File: src/rtl/pngpk_pkg.sv
// Shared types, register codes and arithmetic constants for the PNG scanline packer.
package pngpk_pkg;

    // Register indexes on the configuration channel
    localparam int unsigned CFG_INDEX_W = 2;
    localparam int unsigned CFG_DATA_W  = 13;
    localparam logic [CFG_INDEX_W-1:0] REG_COLOR_MODE  = 2'd0;
    localparam logic [CFG_INDEX_W-1:0] REG_BIT_DEPTH   = 2'd1;
    localparam logic [CFG_INDEX_W-1:0] REG_IMAGE_WIDTH = 2'd2;

    // Register widths and reset values
    localparam int unsigned MODE_W  = 3;
    localparam int unsigned DEPTH_W = 4;
    localparam int unsigned WIDTH_W = 13;
    localparam logic [MODE_W-1:0]  MODE_RESET  = 3'd2;
    localparam logic [DEPTH_W-1:0] DEPTH_RESET = 4'd4;
    localparam logic [WIDTH_W-1:0] WIDTH_RESET = 13'd1;

    // Colour mode codes
    localparam logic [MODE_W-1:0] MODE_GREY       = 3'd0;
    localparam logic [MODE_W-1:0] MODE_TRUECOLOR  = 3'd1;
    localparam logic [MODE_W-1:0] MODE_INDEXED    = 3'd2;
    localparam logic [MODE_W-1:0] MODE_GREY_ALPHA = 3'd3;
    localparam logic [MODE_W-1:0] MODE_TC_ALPHA   = 3'd4;

    // Sample depth codes
    localparam logic [DEPTH_W-1:0] DEPTH_1 = 4'd1;
    localparam logic [DEPTH_W-1:0] DEPTH_2 = 4'd2;
    localparam logic [DEPTH_W-1:0] DEPTH_4 = 4'd4;

    // Luma coefficients, 16-bit fixed point; they sum to 65536
    localparam int unsigned LUMA_W = 24;
    localparam logic [LUMA_W-1:0] LUMA_COEF_R = 24'd19595;
    localparam logic [LUMA_W-1:0] LUMA_COEF_G = 24'd38469;
    localparam logic [LUMA_W-1:0] LUMA_COEF_B = 24'd7472;

    // floor(x/17) for x below 256 equals (x*241) >> 12
    localparam logic [15:0] DIV17_RECIP = 16'd241;
    localparam logic [7:0]  THIRD_1     = 8'd85;
    localparam logic [7:0]  THIRD_2     = 8'd170;
    localparam logic [7:0]  FULL_SCALE  = 8'd255;

    localparam logic [7:0] FILTER_NONE = 8'h00;

    typedef enum logic [3:0] {
        ST_IDLE,
        ST_LUMA_G,
        ST_LUMA_B,
        ST_SCALE,
        ST_PACK,
        ST_FILTER,
        ST_RED,
        ST_GREEN,
        ST_BLUE,
        ST_PACKED,
        ST_ALPHA
    } state_t;

    typedef enum logic [2:0] {
        SEL_FILTER,
        SEL_RED,
        SEL_GREEN,
        SEL_BLUE,
        SEL_ALPHA,
        SEL_PACKED
    } byte_sel_t;

    // Controller to datapath
    typedef struct packed {
        logic      load;
        logic      luma_g;
        logic      luma_b;
        logic      scale;
        logic      pack;
        logic      emit;
        logic      last;
        byte_sel_t sel;
    } cmd_t;

    // Datapath to controller
    typedef struct packed {
        logic [MODE_W-1:0] mode;
        logic              start;
        logic              flush;
        logic              out_free;
    } status_t;

    function automatic logic is_truecolor(input logic [MODE_W-1:0] mode);
        return (mode == MODE_TRUECOLOR) || (mode == MODE_TC_ALPHA);
    endfunction

    function automatic logic is_grey(input logic [MODE_W-1:0] mode);
        return (mode == MODE_GREY) || (mode == MODE_GREY_ALPHA);
    endfunction

endpackage

File: src/rtl/pngpk_ctrl.sv
// Controller state machine: sequences luma, packing and byte emission per pixel.
module pngpk_ctrl (
    input  logic              aclk,
    input  logic              aresetn,
    input  logic              s_tvalid,
    output logic              s_tready,
    input  pngpk_pkg::status_t status,
    output pngpk_pkg::cmd_t   cmd
);
    import pngpk_pkg::*;

    state_t state_reg;
    state_t state_next;

    always_ff @(posedge aclk) begin
        if (!aresetn) begin
            state_reg <= ST_IDLE;
        end else begin
            state_reg <= state_next;
        end
    end

    always_comb begin
        state_next = state_reg;
        cmd        = '0;
        cmd.sel    = SEL_FILTER;
        s_tready   = 1'b0;
        unique case (state_reg)
            ST_IDLE: begin
                s_tready = 1'b1;
                if (s_tvalid) begin
                    cmd.load = 1'b1;
                    priority if (is_grey(status.mode)) begin
                        state_next = ST_LUMA_G;
                    end else if (status.mode == MODE_INDEXED) begin
                        state_next = ST_PACK;
                    end else if (is_truecolor(status.mode)) begin
                        state_next = ST_FILTER;
                    end else begin
                        state_next = ST_IDLE;
                    end
                end
            end
            ST_LUMA_G: begin
                cmd.luma_g = 1'b1;
                state_next = ST_LUMA_B;
            end
            ST_LUMA_B: begin
                cmd.luma_b = 1'b1;
                state_next = ST_SCALE;
            end
            ST_SCALE: begin
                cmd.scale  = 1'b1;
                state_next = ST_PACK;
            end
            ST_PACK: begin
                cmd.pack   = 1'b1;
                state_next = ST_FILTER;
            end
            ST_FILTER: begin
                // filter byte only at the start of a row
                if (!status.start || status.out_free) begin
                    cmd.emit = status.start;
                    cmd.last = !is_truecolor(status.mode) && !status.flush;
                    cmd.sel  = SEL_FILTER;
                    priority if (is_truecolor(status.mode)) begin
                        state_next = ST_RED;
                    end else if (status.flush) begin
                        state_next = ST_PACKED;
                    end else begin
                        state_next = ST_IDLE;
                    end
                end
            end
            ST_RED: begin
                cmd.sel = SEL_RED;
                if (status.out_free) begin
                    cmd.emit   = 1'b1;
                    state_next = ST_GREEN;
                end
            end
            ST_GREEN: begin
                cmd.sel = SEL_GREEN;
                if (status.out_free) begin
                    cmd.emit   = 1'b1;
                    state_next = ST_BLUE;
                end
            end
            ST_BLUE: begin
                cmd.sel  = SEL_BLUE;
                cmd.last = (status.mode == MODE_TRUECOLOR);
                if (status.out_free) begin
                    cmd.emit   = 1'b1;
                    state_next = (status.mode == MODE_TC_ALPHA) ? ST_ALPHA : ST_IDLE;
                end
            end
            ST_PACKED: begin
                cmd.sel  = SEL_PACKED;
                cmd.last = (status.mode != MODE_GREY_ALPHA);
                if (status.out_free) begin
                    cmd.emit   = 1'b1;
                    state_next = (status.mode == MODE_GREY_ALPHA) ? ST_ALPHA : ST_IDLE;
                end
            end
            ST_ALPHA: begin
                cmd.sel  = SEL_ALPHA;
                cmd.last = 1'b1;
                if (status.out_free) begin
                    cmd.emit   = 1'b1;
                    state_next = ST_IDLE;
                end
            end
            default: begin
                state_next = ST_IDLE;
            end
        endcase
    end

endmodule

File: src/rtl/pngpk_datapath.sv
// Datapath: configuration registers, luma MAC, depth scaling, bit packer and output register.
module pngpk_datapath #(
    parameter int unsigned MAX_WIDTH = 4096
) (
    input  logic                                  aclk,
    input  logic                                  aresetn,
    input  logic                                  cfg_valid,
    input  logic [pngpk_pkg::CFG_INDEX_W-1:0]     cfg_index,
    input  logic [pngpk_pkg::CFG_DATA_W-1:0]      cfg_data,
    input  logic [39:0]                           s_tdata,
    input  pngpk_pkg::cmd_t                       cmd,
    output pngpk_pkg::status_t                    status,
    output logic                                  m_tvalid,
    input  logic                                  m_tready,
    output logic [7:0]                            m_tdata,
    output logic                                  m_tlast
);
    import pngpk_pkg::*;

    // widest row the width register can express caps the column counter
    localparam int unsigned WIDTH_MAX_CODE = (1 << WIDTH_W) - 1;
    localparam int unsigned EFF_MAX = (MAX_WIDTH > WIDTH_MAX_CODE) ? WIDTH_MAX_CODE : MAX_WIDTH;
    localparam int unsigned CW = $clog2(EFF_MAX + 1);

    logic [MODE_W-1:0]  color_mode_reg;
    logic [DEPTH_W-1:0] depth_reg;
    logic [WIDTH_W-1:0] image_width_reg;

    logic [CW-1:0] col_reg;
    logic [7:0]    acc_reg;
    logic [2:0]    slot_reg;
    logic          start_reg;
    logic          flush_reg;
    logic [7:0]    packed_reg;
    logic          out_valid_reg;
    logic [7:0]    out_byte_reg;
    logic          out_last_reg;

    logic [7:0]        green_reg;
    logic [7:0]        blue_reg;
    logic [7:0]        alpha_reg;
    logic [7:0]        red_reg;
    logic [LUMA_W-1:0] luma_reg;
    logic [7:0]        sample_reg;

    logic [CW-1:0] w_eff;
    logic          col_over;
    logic [CW-1:0] col_plus;
    logic          row_end;
    logic [1:0]    dlog;
    logic          mode_valid;
    logic [3:0]    slot_inc;
    logic [3:0]    used_bits;
    logic [3:0]    shift;
    logic          byte_full;
    logic [7:0]    packed_val;
    logic [7:0]    luma8;
    logic [15:0]   div17_prod;
    logic [7:0]    scaled;
    logic [7:0]    byte_mux;
    logic          cfg_hit;

    // effective row width: zero acts as one, clamp to the maximum
    always_comb begin
        priority if (image_width_reg == '0) begin
            w_eff = CW'(1);
        end else if (image_width_reg > WIDTH_W'(EFF_MAX)) begin
            w_eff = CW'(EFF_MAX);
        end else begin
            w_eff = CW'(image_width_reg);
        end
    end

    assign col_over   = (col_reg >= w_eff);
    assign col_plus   = col_reg + CW'(1);
    assign row_end    = (col_plus >= w_eff);
    assign mode_valid = (color_mode_reg <= MODE_TC_ALPHA);

    // log2 of the sample depth; anything but 1, 2, 4 in grey or indexed is 8
    always_comb begin
        dlog = 2'd3;
        if ((color_mode_reg == MODE_GREY) || (color_mode_reg == MODE_INDEXED)) begin
            priority if (depth_reg == DEPTH_1) begin
                dlog = 2'd0;
            end else if (depth_reg == DEPTH_2) begin
                dlog = 2'd1;
            end else if (depth_reg == DEPTH_4) begin
                dlog = 2'd2;
            end else begin
                dlog = 2'd3;
            end
        end
    end

    assign slot_inc   = {1'b0, slot_reg} + 4'd1;
    assign used_bits  = slot_inc << dlog;
    assign shift      = 4'd8 - used_bits;
    assign byte_full  = (used_bits >= 4'd8);
    // index bits above the slot are not masked: they OR into earlier slots
    assign packed_val = acc_reg | (sample_reg << shift);

    // luma scaled to (2^depth - 1)/255
    assign luma8      = luma_reg[LUMA_W-1:16];
    assign div17_prod = {8'd0, luma8} * DIV17_RECIP;
    always_comb begin
        unique case (dlog)
            2'd0: scaled = {7'd0, (luma8 == FULL_SCALE)};
            2'd1: begin
                priority if (luma8 == FULL_SCALE) begin
                    scaled = 8'd3;
                end else if (luma8 >= THIRD_2) begin
                    scaled = 8'd2;
                end else if (luma8 >= THIRD_1) begin
                    scaled = 8'd1;
                end else begin
                    scaled = 8'd0;
                end
            end
            2'd2:    scaled = {4'd0, div17_prod[15:12]};
            default: scaled = luma8;
        endcase
    end

    always_comb begin
        unique case (cmd.sel)
            SEL_FILTER: byte_mux = FILTER_NONE;
            SEL_RED:    byte_mux = red_reg;
            SEL_GREEN:  byte_mux = green_reg;
            SEL_BLUE:   byte_mux = blue_reg;
            SEL_ALPHA:  byte_mux = alpha_reg;
            SEL_PACKED: byte_mux = packed_reg;
            default:    byte_mux = FILTER_NONE;
        endcase
    end

    assign cfg_hit = cfg_valid && ((cfg_index == REG_COLOR_MODE) ||
                                   (cfg_index == REG_BIT_DEPTH) ||
                                   (cfg_index == REG_IMAGE_WIDTH));

    // pixel and arithmetic payload
    always_ff @(posedge aclk) begin
        if (cmd.load) begin
            red_reg    <= s_tdata[15:8];
            green_reg  <= s_tdata[23:16];
            blue_reg   <= s_tdata[31:24];
            alpha_reg  <= s_tdata[39:32];
            luma_reg   <= LUMA_W'(s_tdata[15:8]) * LUMA_COEF_R;
            sample_reg <= s_tdata[7:0];
        end
        if (cmd.luma_g) begin
            luma_reg <= luma_reg + LUMA_W'(green_reg) * LUMA_COEF_G;
        end
        if (cmd.luma_b) begin
            luma_reg <= luma_reg + LUMA_W'(blue_reg) * LUMA_COEF_B;
        end
        if (cmd.scale) begin
            sample_reg <= scaled;
        end
        if (cmd.pack) begin
            packed_reg <= packed_val;
        end
        if (cmd.emit) begin
            out_byte_reg <= byte_mux;
            out_last_reg <= cmd.last;
        end
    end

    // configuration, row state and output handshake
    always_ff @(posedge aclk) begin
        if (!aresetn) begin
            color_mode_reg  <= MODE_RESET;
            depth_reg       <= DEPTH_RESET;
            image_width_reg <= WIDTH_RESET;
            col_reg         <= '0;
            acc_reg         <= '0;
            slot_reg        <= '0;
            start_reg       <= 1'b0;
            flush_reg       <= 1'b0;
            out_valid_reg   <= 1'b0;
        end else begin
            if (cfg_hit) begin
                unique case (cfg_index)
                    REG_COLOR_MODE: color_mode_reg  <= cfg_data[MODE_W-1:0];
                    REG_BIT_DEPTH:  depth_reg       <= cfg_data[DEPTH_W-1:0];
                    default:        image_width_reg <= cfg_data[WIDTH_W-1:0];
                endcase
                col_reg  <= '0;
                acc_reg  <= '0;
                slot_reg <= '0;
            end
            if (cmd.load && mode_valid) begin
                start_reg <= (col_reg == '0) || col_over;
                if (is_truecolor(color_mode_reg)) begin
                    // truecolor advances the column straight away
                    if (col_over || row_end) begin
                        col_reg <= '0;
                    end else begin
                        col_reg <= col_plus;
                    end
                    if (col_over || row_end) begin
                        acc_reg  <= '0;
                        slot_reg <= '0;
                    end
                end else if (col_over) begin
                    col_reg  <= '0;
                    acc_reg  <= '0;
                    slot_reg <= '0;
                end
            end
            if (cmd.pack) begin
                flush_reg <= byte_full || row_end;
                if (byte_full || row_end) begin
                    acc_reg  <= '0;
                    slot_reg <= '0;
                end else begin
                    acc_reg  <= packed_val;
                    slot_reg <= slot_inc[2:0];
                end
                col_reg <= row_end ? '0 : col_plus;
            end
            if (cmd.emit) begin
                out_valid_reg <= 1'b1;
            end else if (m_tready) begin
                out_valid_reg <= 1'b0;
            end
        end
    end

    assign status.mode     = color_mode_reg;
    assign status.start    = start_reg;
    assign status.flush    = flush_reg;
    assign status.out_free = !out_valid_reg || m_tready;

    assign m_tvalid = out_valid_reg;
    assign m_tdata  = out_byte_reg;
    assign m_tlast  = out_last_reg;

endmodule

File: src/rtl/png_scanline_pixel_packer.sv
// PNG scanline packer: one pixel per input beat in, raw filter-None scanline bytes out.
//
// Each input beat carries one pixel; the block emits the bytes of the raw PNG
// scanline stream, one per output beat, starting every row with the filter byte 0x00.
// Indexed mode packs palette indices MSB-first at 1, 2, 4 or 8 bits (indices are
// not masked, so stray high bits land in earlier slots); grey modes form luma as
// (19595*R + 38469*G + 7472*B) >> 16, scale it to the depth and pack it the same
// way; grey-with-alpha adds the alpha byte; truecolor sends R, G, B and, in the
// alpha mode, A. A part-filled byte is flushed at the end of each row. m_tlast
// marks the final byte caused by a pixel. Modes 5 to 7 accept pixels and emit
// nothing. Any write to a listed register starts a new row; write registers only
// while the block is idle. The controller emits one byte per cycle while the
// output is drained, and the luma multiply-accumulate takes one colour product
// per cycle. The output register lets the next pixel be accepted while the last
// byte waits.
module png_scanline_pixel_packer #(
    parameter int unsigned MAX_WIDTH = 4096
) (
    input  logic                              aclk,
    input  logic                              aresetn,
    // configuration write channel
    input  logic                              cfg_valid,
    output logic                              cfg_ready,
    input  logic [pngpk_pkg::CFG_INDEX_W-1:0] cfg_index,
    input  logic [pngpk_pkg::CFG_DATA_W-1:0]  cfg_data,
    // pixel stream
    input  logic                              s_tvalid,
    output logic                              s_tready,
    input  logic [39:0]                       s_tdata,  // pixel_index, red, green, blue, alpha
    // byte stream
    output logic                              m_tvalid,
    input  logic                              m_tready,
    output logic [7:0]                        m_tdata,  // out_byte
    output logic                              m_tlast   // last_of_run
);
    import pngpk_pkg::*;

    cmd_t    cmd;
    status_t status;

    // registers take a write in any cycle
    assign cfg_ready = 1'b1;

    pngpk_ctrl u_ctrl (
        .aclk     (aclk),
        .aresetn  (aresetn),
        .s_tvalid (s_tvalid),
        .s_tready (s_tready),
        .status   (status),
        .cmd      (cmd)
    );

    pngpk_datapath #(
        .MAX_WIDTH (MAX_WIDTH)
    ) u_datapath (
        .aclk      (aclk),
        .aresetn   (aresetn),
        .cfg_valid (cfg_valid),
        .cfg_index (cfg_index),
        .cfg_data  (cfg_data),
        .s_tdata   (s_tdata),
        .cmd       (cmd),
        .status    (status),
        .m_tvalid  (m_tvalid),
        .m_tready  (m_tready),
        .m_tdata   (m_tdata),
        .m_tlast   (m_tlast)
    );

`ifndef NO_ASSERTIONS
    // never overwrite a byte the sink has not taken
    a_emit_into_free: assert property (@(posedge aclk) disable iff (!aresetn)
        cmd.emit |-> (!m_tvalid || m_tready))
        else $error("byte emitted while output register held an untaken beat");

    // no new pixel while bytes of the current one are still being emitted
    a_emit_not_ready: assert property (@(posedge aclk) disable iff (!aresetn)
        cmd.emit |-> !s_tready)
        else $error("pixel accepted during byte emission");

    // the controller is not ready in the cycle after accepting a pixel in a valid mode
    a_busy_after_accept: assert property (@(posedge aclk) disable iff (!aresetn)
        (s_tvalid && s_tready && (status.mode <= MODE_TC_ALPHA)) |=> !s_tready)
        else $error("controller idle right after accepting a pixel");
`endif

endmodule
File: config.mk
export PLATFORM = sky130hd
export DESIGN_NAME = png_scanline_pixel_packer
export DESIGN_NICKNAME = d
export VERILOG_FILES = /design/src/rtl/pngpk_pkg.sv /design/src/rtl/pngpk_ctrl.sv /design/src/rtl/pngpk_datapath.sv /design/src/rtl/png_scanline_pixel_packer.sv
export SDC_FILE = /design/constraint.sdc
export NUM_CORES = 1
export LEC_CHECK = 0
export BUFFER_PORTS_ARGS = -buffer_cell sky130_fd_sc_hd__buf_4
export CAP_MARGIN = 20
export CORE_ASPECT_RATIO = 1.1
export CORE_MARGIN = 4
export CORE_UTILIZATION = 64
export CTS_CLUSTER_SIZE = 14
export DETAILED_ROUTE_END_ITERATION = 16
export GPL_TIMING_DRIVEN = 0
export MAX_ROUTING_LAYER = met4
export PLACE_DENSITY = 0.81
export SLEW_MARGIN = 15
export SYNTH_ARGS = -nofsm -noshare
export SYNTH_HDL_FRONTEND = slang
export SYNTH_HIERARCHICAL = 1
export SYNTH_SLANG_ARGS = --single-unit
export TNS_END_PERCENT = 5
File: constraint.sdc
create_clock -name aclk -period 7.09 [get_ports aclk]
set_input_delay 0.709 -clock aclk [delete_from_list [all_inputs] [get_ports aclk]]
set_output_delay 0.709 -clock aclk [all_outputs]
set_load 0.01 [all_outputs]
==> out/results.ini <==
[die]
dieHeight_um = 169
core_region_area_um2 = 23000
die-area_um2 = 26100
row_count = 58
ios = 72
start_util_pct = 65.5
die_w_um = 154

[cts]
holdBufCountCts = 0
cts_max_level = 4
clock_path_buffers = 2
cts_buffers = 17
cts_resized = 0
clock_latency_ns = 0.43
cts_sinks = 132
clkSlewWorstSetupHoldPaths_ns = 0.07
root_buffer = clkbuf_16
cts_tree = yes
cts_setup_buffers = 0

[run]
cap_violations = 0

[timing]
finalHoldViolCount = 0
worstMarginPinSlew_ns = 1.06
setup_viol = 0
fin_setup_tns_ns = 0
layout_min_cycle_time_ns = 6.06
finalClockSkew_ns = 0.0157
fin_crit_sh_pct = 85.5
max_freq_mhz = 165
final-max-slew-violation-count = 0
maxSlewHeadroom_pct = 29.0
timing.hold.ws_ns = 0.451
fin_ws_ns = 1.03
rsz0062_at_grt = no

[place]
io_buffers = 70
post-place-ws_ns = 1.12
place_congestion = 0.954
hpwl_um = 29500

[routing]
drtIter0Drc = 878
drt_first_pass_iters = 8
via_per_inst = 6.10
drc = 0
vias = 12200
drt-total-wl_um = 37000
ant_nets = 0
routedWlPerCell_um = 18.4

[final_layout]
diodes = 0
final_common_cell = ha_1
drive_above_1_share_pct = 9.37
largest_reg_flops = 24
nets = 2118
nFillCells = 1728
final_cell_mix = ha_1, inv_1, nand2_1, nor2_1, a21oi_1
syn_to_final_growth_pct = 9.90

[synthesis]
synth_flop_cell = edfxtp_1
synth-async-reset-ratio_pct = 0
synth-seq-area-share_pct = 22.9
synth_area_um2 = 15100
syn_inst = 1603
synth_edf_count = 81
yosysWarnings = 6
syn_area_per_cell_um2 = 9.40
yosysUniqueCellTypes = 92
synth_fp_nets = 2026
synth_seq_cells = 132

[global_route]
grt_overflow = 0
grt_pass1_wl_um = 60700
grt_max_degree = 28
antenna_found_initial = 0
grt_usage_pct = 29.7
grt_pass1_vias = 12200

[worst_setup_path]
critical_path_class = reg -> reg
path_max_fanout = 7
worst-endpoint-arrival_ns = 6.22
end_kind = register
cp.required_ns = 7.25
crit_path_start_kind = register

[run_status]
status = finished, final reports clean

[worst_hold_path]
hold_class = in -> reg

==> final timing paths <==
check | slack, ns | from | endpoint | cells past startpoint
worst max-delay path | 1.03 | u_datapath/blue_reg[6] | u_datapath/luma_reg[23] | 23
worst min-delay path | 0.45 | s_tdata[16] | u_datapath/green_reg[0] | 1
worst max register to register | 1.03 | u_datapath/blue_reg[6] | u_datapath/luma_reg[23] | 23
worst min register to register | 0.47 | u_datapath/image_width_reg[0] | u_datapath/image_width_reg[0] | 2
==> per-layer routing <==
layer / up-vias / wire (um) / global-route usage, %
li1: 5897 / - / -
met3: 88 / 2660 / 4.91
met2: 475 / 17700 / 48.8
met1: 5781 / 15500 / 37.2
met5: - / 0 / -
met4: 0 / 1100 / 10.7
==> per-stage QoR <==
step	utilization (%)	std cells	instance area (um2)
3_3_place_gp	69.4	1973	16000
2_1_floorplan	-	1603	15100
6_report	72.0	2008	16600
5_1_grt	72.0	2008	16600
4_1_cts	72.0	2008	16600
3_5_place_dp	69.6	1976	16000
==> critical path, stage by stage, from the launching register on <==
cell	delay, ns
edfxtp_1	0.57
ha_1	0.38
ha_1	0.30
inv_1	0.06
fa_1	0.48
fa_1	0.56
inv_1	0.05
ha_1	0.33
nor3b_1	0.16
o21ai_0	0.16
nand2b_1	0.08
a21oi_1	0.26
o21ai_0	0.13
nor2_1	0.12
xnor2_1	0.15
ha_1	0.32
and3_1	0.21
and4_1	0.22
a32oi_1	0.22
a31oi_1	0.16
o21ai_0	0.21
a21boi_0	0.14
xnor2_1	0.18
a221o_1	0.34
==> cells in the mapped netlist (10+ instances only) <==
| cell | instances | share of area [%] |
|---|---|---|
| a21oi_1 | 87 | 2.9 |
| ha_1 | 280 | 23 |
| mux2i_1 | 38 | 2.5 |
| xnor2_1 | 58 | 3.4 |
| inv_1 | 205 | 5.1 |
| nor3_1 | 19 | 0.63 |
| dfxtp_1 | 51 | 6.8 |
| clkbuf_1 | 31 | 0.77 |
| a31oi_1 | 16 | 0.66 |
| fa_1 | 83 | 11 |
| nand2_1 | 123 | 3.1 |
| edfxtp_1 | 81 | 16 |
| nand2b_1 | 13 | 0.54 |
| nand3_1 | 29 | 0.96 |
| xor2_1 | 27 | 1.6 |
| o22ai_1 | 17 | 0.71 |
| and3_1 | 11 | 0.46 |
| a22oi_1 | 14 | 0.70 |
| o21ai_0 | 63 | 2.1 |
| nor2_1 | 86 | 2.1 |
| a211oi_1 | 22 | 1.1 |
| a21o_1 | 32 | 1.6 |
| nor4_1 | 13 | 0.54 |
| o21a_1 | 10 | 0.50 |
| o211ai_1 | 11 | 0.55 |
==> cells by family (layout without fill, tap and decap cells) <==
kind of cell               count (synthesis)  count (layout)  share of synthesized area, %
adders and majority gates                363             363                          34.3
xor gates and xnor gates                  86              86                          5.12
other                                      1               1                        0.0249
buffers and inverters                    254             359                          6.78
DFF                                      132             132                          22.9
AOI/OAI and AO/OA                        363             363                          16.3
and+or+nand+nor                          360             360                          11.5
muxes                                     44              44                          3.05
==> area by class of cell <==
class | count | area (um2) | area share (%)
inverters | 205 | 769 | 4.65
flip-flops and latches | 132 | 3450 | 20.9
clock buffers | 18 | 433 | 2.61
clock inverters | 14 | 111 | 0.673
multi-input cells | 1217 | 10600 | 64.0
repair buffers | 73 | 561 | 3.39
well taps | 300 | 375 | 2.27
plain buffers | 49 | 251 | 1.52
Power is not shown: default switching activity piles up to over one toggle a cycle in this logic, so the estimate is an artifact.
